## config.mk

```make
export PLATFORM = sky130hd
export DESIGN_NAME = ipv4_tcp_hex_header_extractor
export DESIGN_NICKNAME = d
export VERILOG_FILES = /design/src/hdl/ithx_pkg.sv /design/src/hdl/ipv4_tcp_hex_header_extractor.sv
export SDC_FILE = /design/constraint.sdc
export NUM_CORES = 1
export LEC_CHECK = 0
export ABC_CLOCK_PERIOD_IN_PS = 6800
export BUFFER_PORTS_ARGS = -buffer_cell sky130_fd_sc_hd__buf_4
export CAP_MARGIN = 30
export CORE_ASPECT_RATIO = 2
export CORE_UTILIZATION = 30
export CTS_CLUSTER_SIZE = 20
export DETAILED_ROUTE_END_ITERATION = 8
export GPL_TIMING_DRIVEN = 0
export PLACE_DENSITY = 0.46
export SLEW_MARGIN = 30
export SYNTH_ARGS = -nofsm -noshare
export SYNTH_HDL_FRONTEND = slang
export SYNTH_SLANG_ARGS = --single-unit
```

## constraint.sdc

```tcl
create_clock -name clk -period 6.8 [get_ports clk]
set_input_delay 1.7 -clock clk [delete_from_list [all_inputs] [get_ports clk]]
set_output_delay 1.7 -clock clk [all_outputs]
set_load 0.05 [all_outputs]
```

## src/hdl/ithx_pkg.sv

```systemverilog
`default_nettype none
package ithx_pkg;

	localparam logic [7:0] CHAR_ZERO  = 8'h30;  // '0'
	localparam logic [7:0] CHAR_NINE  = 8'h39;  // '9'
	localparam logic [7:0] CHAR_LOW_A = 8'h61;  // 'a'
	localparam logic [7:0] CHAR_LOW_Z = 8'h7a;  // 'z'
	localparam logic [7:0] CHAR_UP_A  = 8'h41;  // 'A'
	localparam logic [7:0] HEX_TEN    = 8'd10;

	localparam logic [6:0] BYTE_LAST  = 7'd127;

	// byte positions of the fixed header fields
	localparam logic [6:0] LEN_HI     = 7'd2;
	localparam logic [6:0] LEN_LO     = 7'd3;
	localparam logic [4:0] SRC_WORD   = 5'd3;   // bytes 12..15
	localparam logic [4:0] DST_WORD   = 5'd4;   // bytes 16..19

	typedef enum logic [1:0] {
		PH_HIGH = 2'd0,
		PH_LOW  = 2'd1,
		PH_SEP  = 2'd2,
		PH_SPARE = 2'd3
	} phase_t;

	typedef struct packed {
		logic [7:0] character;
		logic       line_end;
	} char_t;

	typedef struct packed {
		logic [15:0] case_number;
		logic [15:0] total_length;
		logic [31:0] source_address;
		logic [31:0] destination_address;
		logic [15:0] source_port;
		logic [15:0] destination_port;
	} hdr_t;

	function automatic logic [3:0] hex_value(input logic [7:0] c);
		logic [7:0] d;
		begin
			if (c >= CHAR_ZERO && c <= CHAR_NINE)
				d = c - CHAR_ZERO;
			else if (c >= CHAR_LOW_A && c <= CHAR_LOW_Z)
				d = c - CHAR_LOW_A + HEX_TEN;
			else
				d = c - CHAR_UP_A + HEX_TEN;
			hex_value = d[3:0];
		end
	endfunction

endpackage
`default_nettype wire

```

## src/hdl/ipv4_tcp_hex_header_extractor.sv

```systemverilog
// output: a line's last character passes the character register, then its result is loaded into the result register
// throughput: one character per cycle; the character register and the result
// register are one stage each, and only a line end waits for a free result register
// reset: arst_n clears the line state, the line counter and both valid flags
`default_nettype none
module ipv4_tcp_hex_header_extractor import ithx_pkg::*; (
	input  wire logic  clk,
	input  wire logic  arst_n,
	input  wire logic  char_valid,
	output logic       char_ready,
	input  wire char_t char_data,
	output logic       hdr_valid,
	input  wire logic  hdr_ready,
	output hdr_t       hdr_data
);

	logic        valid_s1;
	char_t       char_s1;

	phase_t      phase_q;
	logic [6:0]  byte_idx_q;
	logic [3:0]  high_nib_q;
	logic [3:0]  ihl_q;
	logic [15:0] len_q;
	logic [31:0] src_addr_q;
	logic [31:0] dst_addr_q;
	logic [15:0] src_port_q;
	logic [15:0] dst_port_q;
	logic [15:0] case_cnt_q;
	logic        out_valid_q;
	hdr_t        out_q;

	logic        advance;
	logic [3:0]  nib;
	logic [7:0]  byte_val;
	logic [5:0]  port_start;
	logic [7:0]  port_off;
	phase_t      phase_d;
	logic [6:0]  byte_idx_d;
	logic [3:0]  high_nib_d;
	logic [3:0]  ihl_d;
	logic [15:0] len_d;
	logic [31:0] src_addr_d;
	logic [31:0] dst_addr_d;
	logic [15:0] src_port_d;
	logic [15:0] dst_port_d;
	logic [15:0] case_cnt_d;

	// a line end needs the result register free, other characters always pass
	assign advance    = valid_s1 && (!char_s1.line_end || !out_valid_q || hdr_ready);
	assign char_ready = !valid_s1 || advance;
	assign hdr_valid  = out_valid_q;
	assign hdr_data   = out_q;

	assign nib        = hex_value(char_s1.character);
	assign byte_val   = {high_nib_q, nib};

	always_comb begin
		phase_d    = phase_q;
		byte_idx_d = byte_idx_q;
		high_nib_d = high_nib_q;
		ihl_d      = ihl_q;
		len_d      = len_q;
		src_addr_d = src_addr_q;
		dst_addr_d = dst_addr_q;
		src_port_d = src_port_q;
		dst_port_d = dst_port_q;
		port_start = '0;
		port_off   = '0;
		unique case (phase_q)
			PH_LOW: begin
				phase_d = PH_SEP;
				if (byte_idx_q == '0)
					ihl_d = byte_val[3:0];
				port_start = {ihl_d, 2'b00};
				port_off   = {1'b0, byte_idx_q} - {2'b00, port_start};
				if (byte_idx_q == LEN_HI)
					len_d[15:8] = byte_val;
				if (byte_idx_q == LEN_LO)
					len_d[7:0] = byte_val;
				if (byte_idx_q[6:2] == SRC_WORD) begin
					case (byte_idx_q[1:0])
						2'd0:    src_addr_d[31:24] = byte_val;
						2'd1:    src_addr_d[23:16] = byte_val;
						2'd2:    src_addr_d[15:8]  = byte_val;
						default: src_addr_d[7:0]   = byte_val;
					endcase
				end
				if (byte_idx_q[6:2] == DST_WORD) begin
					case (byte_idx_q[1:0])
						2'd0:    dst_addr_d[31:24] = byte_val;
						2'd1:    dst_addr_d[23:16] = byte_val;
						2'd2:    dst_addr_d[15:8]  = byte_val;
						default: dst_addr_d[7:0]   = byte_val;
					endcase
				end
				// index at or past the port start and within four bytes of it
				if (port_off[7:2] == '0) begin
					case (port_off[1:0])
						2'd0:    src_port_d[15:8] = byte_val;
						2'd1:    src_port_d[7:0]  = byte_val;
						2'd2:    dst_port_d[15:8] = byte_val;
						default: dst_port_d[7:0]  = byte_val;
					endcase
				end
			end
			PH_SEP: begin
				phase_d = PH_HIGH;
				if (byte_idx_q != BYTE_LAST)
					byte_idx_d = byte_idx_q + 7'd1;
			end
			default: begin
				// spare phase behaves as a high nibble
				phase_d    = PH_LOW;
				high_nib_d = nib;
			end
		endcase
		case_cnt_d = case_cnt_q + 16'd1;
	end

	always_ff @(posedge clk or negedge arst_n) begin
		if (!arst_n) begin
			valid_s1 <= 1'b0;
		end else if (char_ready) begin
			valid_s1 <= char_valid;
		end
	end

	always_ff @(posedge clk) begin
		if (char_ready && char_valid)
			char_s1 <= char_data;
	end

	always_ff @(posedge clk or negedge arst_n) begin
		if (!arst_n) begin
			phase_q    <= PH_HIGH;
			byte_idx_q <= '0;
			high_nib_q <= '0;
			ihl_q      <= '0;
			len_q      <= '0;
			src_addr_q <= '0;
			dst_addr_q <= '0;
			src_port_q <= '0;
			dst_port_q <= '0;
			case_cnt_q <= '0;
		end else if (advance) begin
			if (char_s1.line_end) begin
				phase_q    <= PH_HIGH;
				byte_idx_q <= '0;
				high_nib_q <= '0;
				ihl_q      <= '0;
				len_q      <= '0;
				src_addr_q <= '0;
				dst_addr_q <= '0;
				src_port_q <= '0;
				dst_port_q <= '0;
				case_cnt_q <= case_cnt_d;
			end else begin
				phase_q    <= phase_d;
				byte_idx_q <= byte_idx_d;
				high_nib_q <= high_nib_d;
				ihl_q      <= ihl_d;
				len_q      <= len_d;
				src_addr_q <= src_addr_d;
				dst_addr_q <= dst_addr_d;
				src_port_q <= src_port_d;
				dst_port_q <= dst_port_d;
			end
		end
	end

	always_ff @(posedge clk or negedge arst_n) begin
		if (!arst_n) begin
			out_valid_q <= 1'b0;
		end else if (advance && char_s1.line_end) begin
			out_valid_q <= 1'b1;
		end else if (hdr_ready) begin
			out_valid_q <= 1'b0;
		end
	end

	always_ff @(posedge clk) begin
		if (advance && char_s1.line_end) begin
			out_q.case_number         <= case_cnt_d;
			out_q.total_length        <= len_d;
			out_q.source_address      <= src_addr_d;
			out_q.destination_address <= dst_addr_d;
			out_q.source_port         <= src_port_d;
			out_q.destination_port    <= dst_port_d;
		end
	end

endmodule
`default_nettype wire

```

# After elaboration in Yosys (flattened, before gate mapping)

Index checks and enable logic that the tools add are counted.

Logic and storage cells: 113
Flip-flop bits (word level): 284

$lt $le $gt $ge: 4
$add $sub $neg: 8
Mux-type cells: 43
Eq/ne operators: 12
Reductions and logical operators: 26

Operators with widths:

| operator              | count |
|---|---|
| $mux 32               | 6 |
| $mux 16               | 8 |
| $mux 8                | 14 |
| $mux 4                | 8 |
| $mux 7                | 3 |
| $add 16x1->16 const B | 1 |
| $eq 7x2->1 const B    | 2 |
| $sub 4x1->4 const B   | 3 |
| $add 4x4->4 const B   | 2 |
| $ge 8x6->1 const B    | 1 |
| $ge 8x7->1 const B    | 1 |
| $le 8x6->1 const B    | 1 |
| $le 8x7->1 const B    | 1 |
| $reduce_bool 2->1     | 4 |
| $sub 7x6->8           | 1 |
| $add 7x1->7 const B   | 1 |
| $logic_not 7->1       | 1 |
| $ne 7x7->1 const B    | 1 |
| $eq 2x1->1 const B    | 3 |
| $eq 2x2->1 const B    | 3 |
| $logic_not 6->1       | 1 |
| $reduce_and 2->1      | 3 |
| $reduce_or 3->1       | 2 |
| $eq 5x2->1 const B    | 1 |
| 11 further kinds      | 21 |

# Logic depth before layout (Yosys ltp)

Gate-level depths: netlist (run 1).

Depth in word-level cells: 13
Depth in mapped cells: 15
Mapped depth without buffers: 13

# Worst setup path after synthesis (run 1)

Ideal clock, no wire load.

Kind: input -> register
From: in hdr_ready
To: reg out_q, in the netlist hdr_data[0] (enable)
Data arrival time: 4,665 ps
Path buffers: 0
Stages on the path: 4
Library setup time: 1,256 ps
Path slack: 879 ps
Cell sequence: and3b_1 nor2b_1 nand2_1 clkinv_1

Longest elaborated chain between the ends: 3

RTL lines:

| what              | line                                 | RTL |
|---|---|---|
| start, declared   | ipv4_tcp_hex_header_extractor.sv:13  | `input wire logic hdr_ready,` |
| $logic_or 1x1->1  | ipv4_tcp_hex_header_extractor.sv:50  | `assign advance = valid_s1 && (!char_s1.line_end \|\| !out_valid_q \|\| hdr_ready);` |
| $logic_and 1x1->1 | ipv4_tcp_hex_header_extractor.sv:50  |  |
| $logic_and 1x1->1 | ipv4_tcp_hex_header_extractor.sv:183 | `if (advance && char_s1.line_end) begin` |
| end, declared     | ipv4_tcp_hex_header_extractor.sv:31  | `hdr_t out_q;` |

Every way passes these cells.
A chain may end at the register's enable or synchronous reset.

# Worst setup path in the final report (run 1)

From: reg char_s1[1] (netlist bit)
To: reg out_q, in the netlist hdr_data[30] (data pin)

Longest elaborated chain between the ends: 10

RTL lines:

| what                                             | line                                           | RTL |
|---|---|---|
| start, declared                                  | ipv4_tcp_hex_header_extractor.sv:18            | `char_t char_s1;` |
| start signal, assigned                           | ipv4_tcp_hex_header_extractor.sv:131           | `char_s1 <= char_data;` |
| $sub 4x1->4 (tied with other cells)              | ithx_pkg.sv:46, ithx_pkg.sv:48                 |  |
| $add 4x4->4 or $logic_and 1x1->1 (tied branches) | ithx_pkg.sv:46, ithx_pkg.sv:48, ithx_pkg.sv:45 |  |
| $mux 4                                           | ithx_pkg.sv:45                                 | `else if (c >= CHAR_LOW_A && c <= CHAR_LOW_Z)` |
| $mux 4 (*)                                       | ithx_pkg.sv:43                                 | `if (c >= CHAR_ZERO && c <= CHAR_NINE)` |
| $mux 4 (*)                                       | ipv4_tcp_hex_header_extractor.sv:73            | `if (byte_idx_q == '0)` |
| $mux 4 (*)                                       | ipv4_tcp_hex_header_extractor.sv:70            | `unique case (phase_q)` |
| $sub 7x6->8 (*)                                  | ipv4_tcp_hex_header_extractor.sv:76            | `port_off = {1'b0, byte_idx_q} - {2'b00, port_start};` |
| $logic_not 6->1 (*)                              | ipv4_tcp_hex_header_extractor.sv:98            | `if (port_off[7:2] == '0) begin` |
| $mux 16 (*)                                      | ipv4_tcp_hex_header_extractor.sv:98            |  |
| $mux 16 (*)                                      | ipv4_tcp_hex_header_extractor.sv:70            |  |
| named net src_port_d[14]                         | ipv4_tcp_hex_header_extractor.sv:45            | `logic [15:0] src_port_d;` |

Mark *: on every way through the listed nets, which the timed path passes. The rest lies on a longest branch. The select of a mux whose other input is x is not followed.

==> flow_metrics.tcl, run 1 <==
set metrics [dict create \
    status "completed" \
    die-area_sq_um 40400 \
    gp_congestion 0.803 \
    drtIter0Drc 425 \
    cts_buffers 28 \
    via_per_inst 4.88 \
    die_w_um 143 \
    synthCells 879 \
    io_buffers 142 \
    worstPathArrival_ps 4750 \
    clk_latency_ps 550 \
    io_pins 143 \
    netlist_area_sq_um 11900 \
    drive_above_1_share_pct 26.6 \
    ys_seq_area_share_pct 65.7 \
    rsz0062_at_grt "false" \
    fmax_ghz 0.225 \
    first_pass_iters 5 \
    cts.hold.buffers_added 0 \
    critPathCaptureType "flip-flop" \
    slew_viol_final 0 \
    skew_ps 12.4 \
    num_antenna_cells 0 \
    synthTopCellsByArea "edfxtp_1 35%, dfrtp_1 31%, a22o_1 7.3%, mux2_2 5.1%, nand2_1 2.6%" \
    grt_pass1_vias 7941 \
    synth_top_cell_area_share_pct 34.7 \
    rows 102 \
    dpl.hpwl_mm 23.7 \
    rr_startpoint "char_s1[1]$_DFFE_PP_" \
    route.detailed.drc 0 \
    wl_per_cell_um 21.5 \
    max_cap_viol_count 0 \
    most-common-layout-cells "147 x dfrtp_1, 145 x buf_4, 137 x edfxtp_1" \
    finalNetCount 1084 \
    final.period_utilization_pct 65.4 \
    post-route-min-period_ps 4450 \
    synth-edff-count 137 \
    powerDensity_nw_per_um2 274 \
    num_vias 7797 \
    hold_depth 1 \
    yosysTopAreaCell "edfxtp_1" \
    peakVddDrop_uv 184 \
    p_leak_uw 0.00616 \
    startpoint_type "flip-flop" \
    r2r_cells 14 \
    cts_resized 0 \
    hold_viol_final 0 \
    start_util_pct 30.6 \
    cts_buffer_depth 3 \
    min-delay-start "case_cnt_q[15]$_DFFE_PN0P_" \
    grt-ovfl-total 0 \
    synth.avg_cell_area_sq_um 13.5 \
    cts.htree.levels 1 \
    area_growth_pct 22.8 \
    synthFlopType "dfrtp_1" \
    root_buffer "clkbuf_16" \
    yosys_warnings 0 \
    clkTransAtPathRegs_ps 70 \
    die_y_um 283 \
    hold_class "flip-flop to flip-flop" \
    cts_setup_buffers 0 \
    core_area_sq_um 38800 \
    cts_tree "yes" \
    grt_max_degree 60 \
    layout_commonest_cell "dfrtp_1" \
    max-slew-margin-rel_pct 34.1 \
    drt-total-wl_mm 34.3 \
    antenna_found_initial 0 \
    crit_fanout 10 \
    worstMarginPinSlew_ps 989 \
    synth.distinct_cells 55 \
    grt_pass1_wl_mm 50.8 \
    grtUsageTotal_pct 17.1 \
    async_flop_share_pct 51.8 \
    ys_seq_elements 284 \
    critPathLaunch "char_s1[1]$_DFFE_PP_" \
    setup_slack_ps 2350 \
    synth_fp_nets 908 \
    setup_viol 0 \
    antenna_left 0 \
    worst_ep_required_time_ps 7100 \
    final_core_util_pct 37.5 \
    cts_sinks 284 \
    path_class "flip-flop to flip-flop" \
    place_ws_ps 2310 \
]
## per-layer routing
metal | global-route usage (%) | vias to the layer above | wire length, um
li1 | - | 3633 | -
met1 | 20.3 | 3910 | 13700
met2 | 31.3 | 203 | 18400
met3 | 1.89 | 51 | 1220
met4 | 6.05 | 0 | 996
met5 | 0 | - | 0
## worst max-delay path, cell delays in order (launching register included)
cell and delay, ps:
edfxtp_1 460, inv_1 130, ha_1 230, o21bai_1 250
a21oi_2 170, xnor2_1 340, clkbuf_1 690, o21ai_0 220
ha_1 210, nor2b_1 140, o21a_1 120, or4_1 540
buf_2 210, buf_2 190, mux2_4 320
## sequential cells by signal (all words and copies together) (netlist names)
register    flops
hdr_data      128
dst_addr_q     32
dst_port_q     16
phase_q         2
src_port_q     16
hdr_valid       1
ihl_q           4
src_addr_q     32
char_s1         9
high_nib_q      4
len_q          16
case_cnt_q     16
valid_s1        1
byte_idx_q      7
## area by class of cell
type / count / area, sq um
well taps: 520 / 651
clock buffers: 40 / 777
inverters: 14 / 57.6
clock inverters: 12 / 68.8
flip-flops and latches: 284 / 7790
fillers: 3834 / 24200
multi-input cells: 532 / 3800
repair buffers: 146 / 1180
plain buffers: 49 / 229
## through the flow
stage	std cells	TNS [ps]	hold WS (ps)	total power, uW	area [sq um]
after global placement	1541	-242040	467	2560	13600
after detailed placement	1545	0	475	2560	13700
after floorplan	879	0	451	2320	11900
final	1597	0	487	3990	14600
after global routing	1597	0	504	4150	14600
after CTS	1597	0	488	4050	14600
## report_power, final
part | leakage, uW | switching (uW) | internal [uW]
combinational | 0.00238 | 413 | 150
clock | 0.000408 | 675 | 797
sequential | 0.00337 | 64.1 | 1890
## worst paths after layout
kind,to,slack [ps]
worst max register to register,hdr_data[30]$_DFFE_PP_,2350
worst max-delay path,hdr_data[30]$_DFFE_PP_,2350
min in group asynchronous,dst_port_q[0]$_DFFE_PN0P_,1030
worst min register to register,case_cnt_q[15]$_DFFE_PN0P_,490
worst min-delay path,case_cnt_q[15]$_DFFE_PN0P_,490
max in group asynchronous,case_cnt_q[0]$_DFFE_PN0P_,5120
## cell families after synthesis
family | Yosys count | share of synthesized area (%)
fa+ha+maj | 16 | 1.69
xor+xnor | 31 | 2.29
compound gates | 226 | 14.2
mux | 58 | 5.53
flops | 284 | 65.7
simple gates | 201 | 8.23
buf+inv | 63 | 2.37
## synth_stat cells (all sizes together) (2+ instances only)
cell type,count
a21o,8
a21oi,24
a22o,99
a2bb2oi,2
a31oi,6
a32o,14
and2,4
and3,4
buf,19
clkbuf,30
dfrtp,147
edfxtp,137
ha,16
inv,13
mux2,57
nand2,82
nand2b,3
nand3,18
nand4,2
nor2,56
nor2b,10
nor3,11
nor4,2
o211ai,3
o21a,2
o21ai,56
o2bb2ai,4
o31ai,4
or4,6
xnor2,16
xor2,15
(Power assumes the default switching activity.)
==> run 2, diff against run 1 <==
--- a/config.mk
+++ b/config.mk
@@ -5,7 +5,7 @@
 export SDC_FILE = /design/constraint.sdc
 export NUM_CORES = 1
 export LEC_CHECK = 0
-export ABC_CLOCK_PERIOD_IN_PS = 6800
+export ABC_CLOCK_PERIOD_IN_PS = 3800
 export BUFFER_PORTS_ARGS = -buffer_cell sky130_fd_sc_hd__buf_4
 export CAP_MARGIN = 30
 export CORE_ASPECT_RATIO = 2
@@ -13,7 +13,7 @@
 export CTS_CLUSTER_SIZE = 20
 export DETAILED_ROUTE_END_ITERATION = 8
 export GPL_TIMING_DRIVEN = 0
-export PLACE_DENSITY = 0.46
+export PLACE_DENSITY = 0.47
 export SLEW_MARGIN = 30
 export SYNTH_ARGS = -nofsm -noshare
 export SYNTH_HDL_FRONTEND = slang
==> constraint.sdc (replaced) <==
create_clock -name clk -period 3.8 [get_ports clk]
set_input_delay 0.95 -clock clk [delete_from_list [all_inputs] [get_ports clk]]
set_output_delay 0.95 -clock clk [all_outputs]
set_load 0.05 [all_outputs]
==> run 2 against run 1 <==
  * Power rose by 80%
  * Clock skew rose by 4.4 ps
  * Worst hold slack got worse by 100 ps
  * Highest routed layer unchanged
  * Global-route usage fell by 0.091 points
  * Largest power group unchanged
  * Critical endpoint is now hdr_data[7]$_DFFE_PP_
  * Register-to-register slack got worse by 2300 ps
  * Count of clock-buffer cells in the layout fell by 5
  * Utilization rose by 0.29 points
==> flow_metrics.tcl, run 2 (synthesis results as in run 1) <==
set metrics [dict create \
    status "completed" \
    largest_reg_flops 128 \
    finalNetCount 1089 \
    r2r_end "hdr_data[7]$_DFFE_PP_" \
    ff2ff_setup_slack_ps 60 \
    final_core_util_pct 37.8 \
    startpoint_type "flip-flop" \
    skew_ps 16.8 \
    r2r_cells 12 \
    slew_viol_final 0 \
    p_leak_uw 0.00620 \
    cts.hold.buffers_added 0 \
    setup_viol 0 \
    post-route-min-period_ps 3740 \
    wl_per_cell_um 21.2 \
    io_pins 143 \
    hold_viol_final 0 \
    clkTransAtPathRegs_ps 70 \
    crit_fanout 10 \
    grt_max_degree 88 \
    cts_buffers 28 \
    route.detailed.drc 0 \
    worst-path-buf-inv 2 \
    drtIter0Drc 473 \
    critPathCaptureType "flip-flop" \
    tns_ps 0 \
    io_buffers 142 \
    die-area_sq_um 40400 \
    grt_pass1_wl_mm 50.8 \
    worstMarginPinSlew_ps 1080 \
    worst_ep_required_time_ps 4100 \
    max_cap_viol_count 0 \
    root_buffer "clkbuf_16" \
    placed_area_sq_um 13700 \
    core_area_sq_um 38800 \
    cts_tree "yes" \
    drt-total-wl_mm 33.9 \
    first_pass_iters 7 \
    path_class "flip-flop to flip-flop" \
    dpl.hpwl_mm 23.1 \
    via_per_inst 4.89 \
    die_w_um 143 \
    layout_commonest_cell "buf_4" \
    die_y_um 283 \
    grtUsageTotal_pct 17.0 \
    crit_family "simple AND/OR/NAND/NOR gates" \
    powerDensity_nw_per_um2 489 \
    critical-path-slowest-cell "or4_1" \
    critPathMostFrequentCell "o31ai_2" \
    hold_class "input port to asynchronous set/reset pin" \
    max-slew-margin-rel_pct 27.8 \
    fin_area_sq_um 14700 \
    num_antenna_cells 0 \
    cp_slowest_stage_delay_ps 630 \
    grt-ovfl-total 0 \
    crit_chain "or4_4 > nor2_4 > nand2_2 > nor2_1 > a21oi_1 > ha_1 > o31ai_2 > o31ai_2 > or4_1 > buf_2 > buf_6 > mux2_2" \
    fmax_ghz 0.268 \
    num_vias 7832 \
    cts_sinks 284 \
    area_growth_pct 23.7 \
    cts_buffer_depth 3 \
    clk_latency_ps 550 \
    hold_ws_ps 385 \
    most-common-layout-cells "153 x buf_4, 145 x dfrtp_1, 137 x edfxtp_1" \
    start_util_pct 30.6 \
    final.period_utilization_pct 98.3 \
    peakVddDrop_uv 386 \
    rows 102 \
    antenna_left 0 \
    rr_startpoint "byte_idx_q[3]$_DFFE_PN0P_" \
    antenna_found_initial 0 \
    worstPathArrival_ps 4040 \
    drive_above_1_share_pct 28.6 \
    grt_pass1_vias 8103 \
    cts.htree.levels 1 \
    gp_congestion 0.828 \
]
[run 2: layout make-up]
type	count	area, sq um
clock buffers	35	758
well taps	520	651
clock inverters	17	95.1
plain buffers	48	236
repair buffers	152	1190
fillers	3842	24100
inverters	14	65.1
multi-input cells	532	3880
flip-flops and latches	284	7790
[run 2: power breakdown]
group,leakage [uW],total [uW],switching (uW),internal (uW)
logic,0.00242,1020,745,278
registers,0.00337,3500,116,3390
clock network,0.000417,2650,1230,1420
[run 2: how the worst max path moves through the flow]
stage	endpoint	cells past startpoint	from
6_report	hdr_data[7]$_DFFE_PP_	12	byte_idx_q[3]$_DFFE_PN0P_
3_5_place_dp	hdr_data[27]$_DFFE_PP_	14	char_s1[1]$_DFFE_PP_
4_1_cts	hdr_data[30]$_DFFE_PP_	12	byte_idx_q[2]$_DFFE_PN0P_
3_3_place_gp	hdr_data[42]$_DFFE_PP_	5	hdr_ready
5_1_grt	hdr_data[7]$_DFFE_PP_	14	char_s1[1]$_DFFE_PP_
2_1_floorplan	hdr_data[30]$_DFFE_PP_	12	byte_idx_q[2]$_DFFE_PN0P_
[run 2: what timing repair did]
item,4_1_cts,5_1_grt
buffers inserted,4,4
pin swaps,1,4
setup endpoints to repair,64,28
resized for setup,18,9
[run 2: metrics by stage]
stage          total power (uW)  setup slack (ps)  instances
2_1_floorplan              4150               316        879
3_3_place_gp               4570             -1350       1541
3_5_place_dp               4580              -631       1543
4_1_cts                    7250              33.5       1599
5_1_grt                    7450             -75.3       1602
6_report                   7180              64.1       1602
[run 2: layer usage]
| metal | global-route usage (%) | wire [um] | up-vias |
|---|---|---|---|
| li1 | - | - | 3630 |
| met1 | 19.8 | 13300 | 3913 |
| met2 | 31.7 | 18300 | 234 |
| met3 | 1.69 | 1310 | 55 |
| met4 | 5.99 | 998 | 0 |
| met5 | 0 | 0 | - |
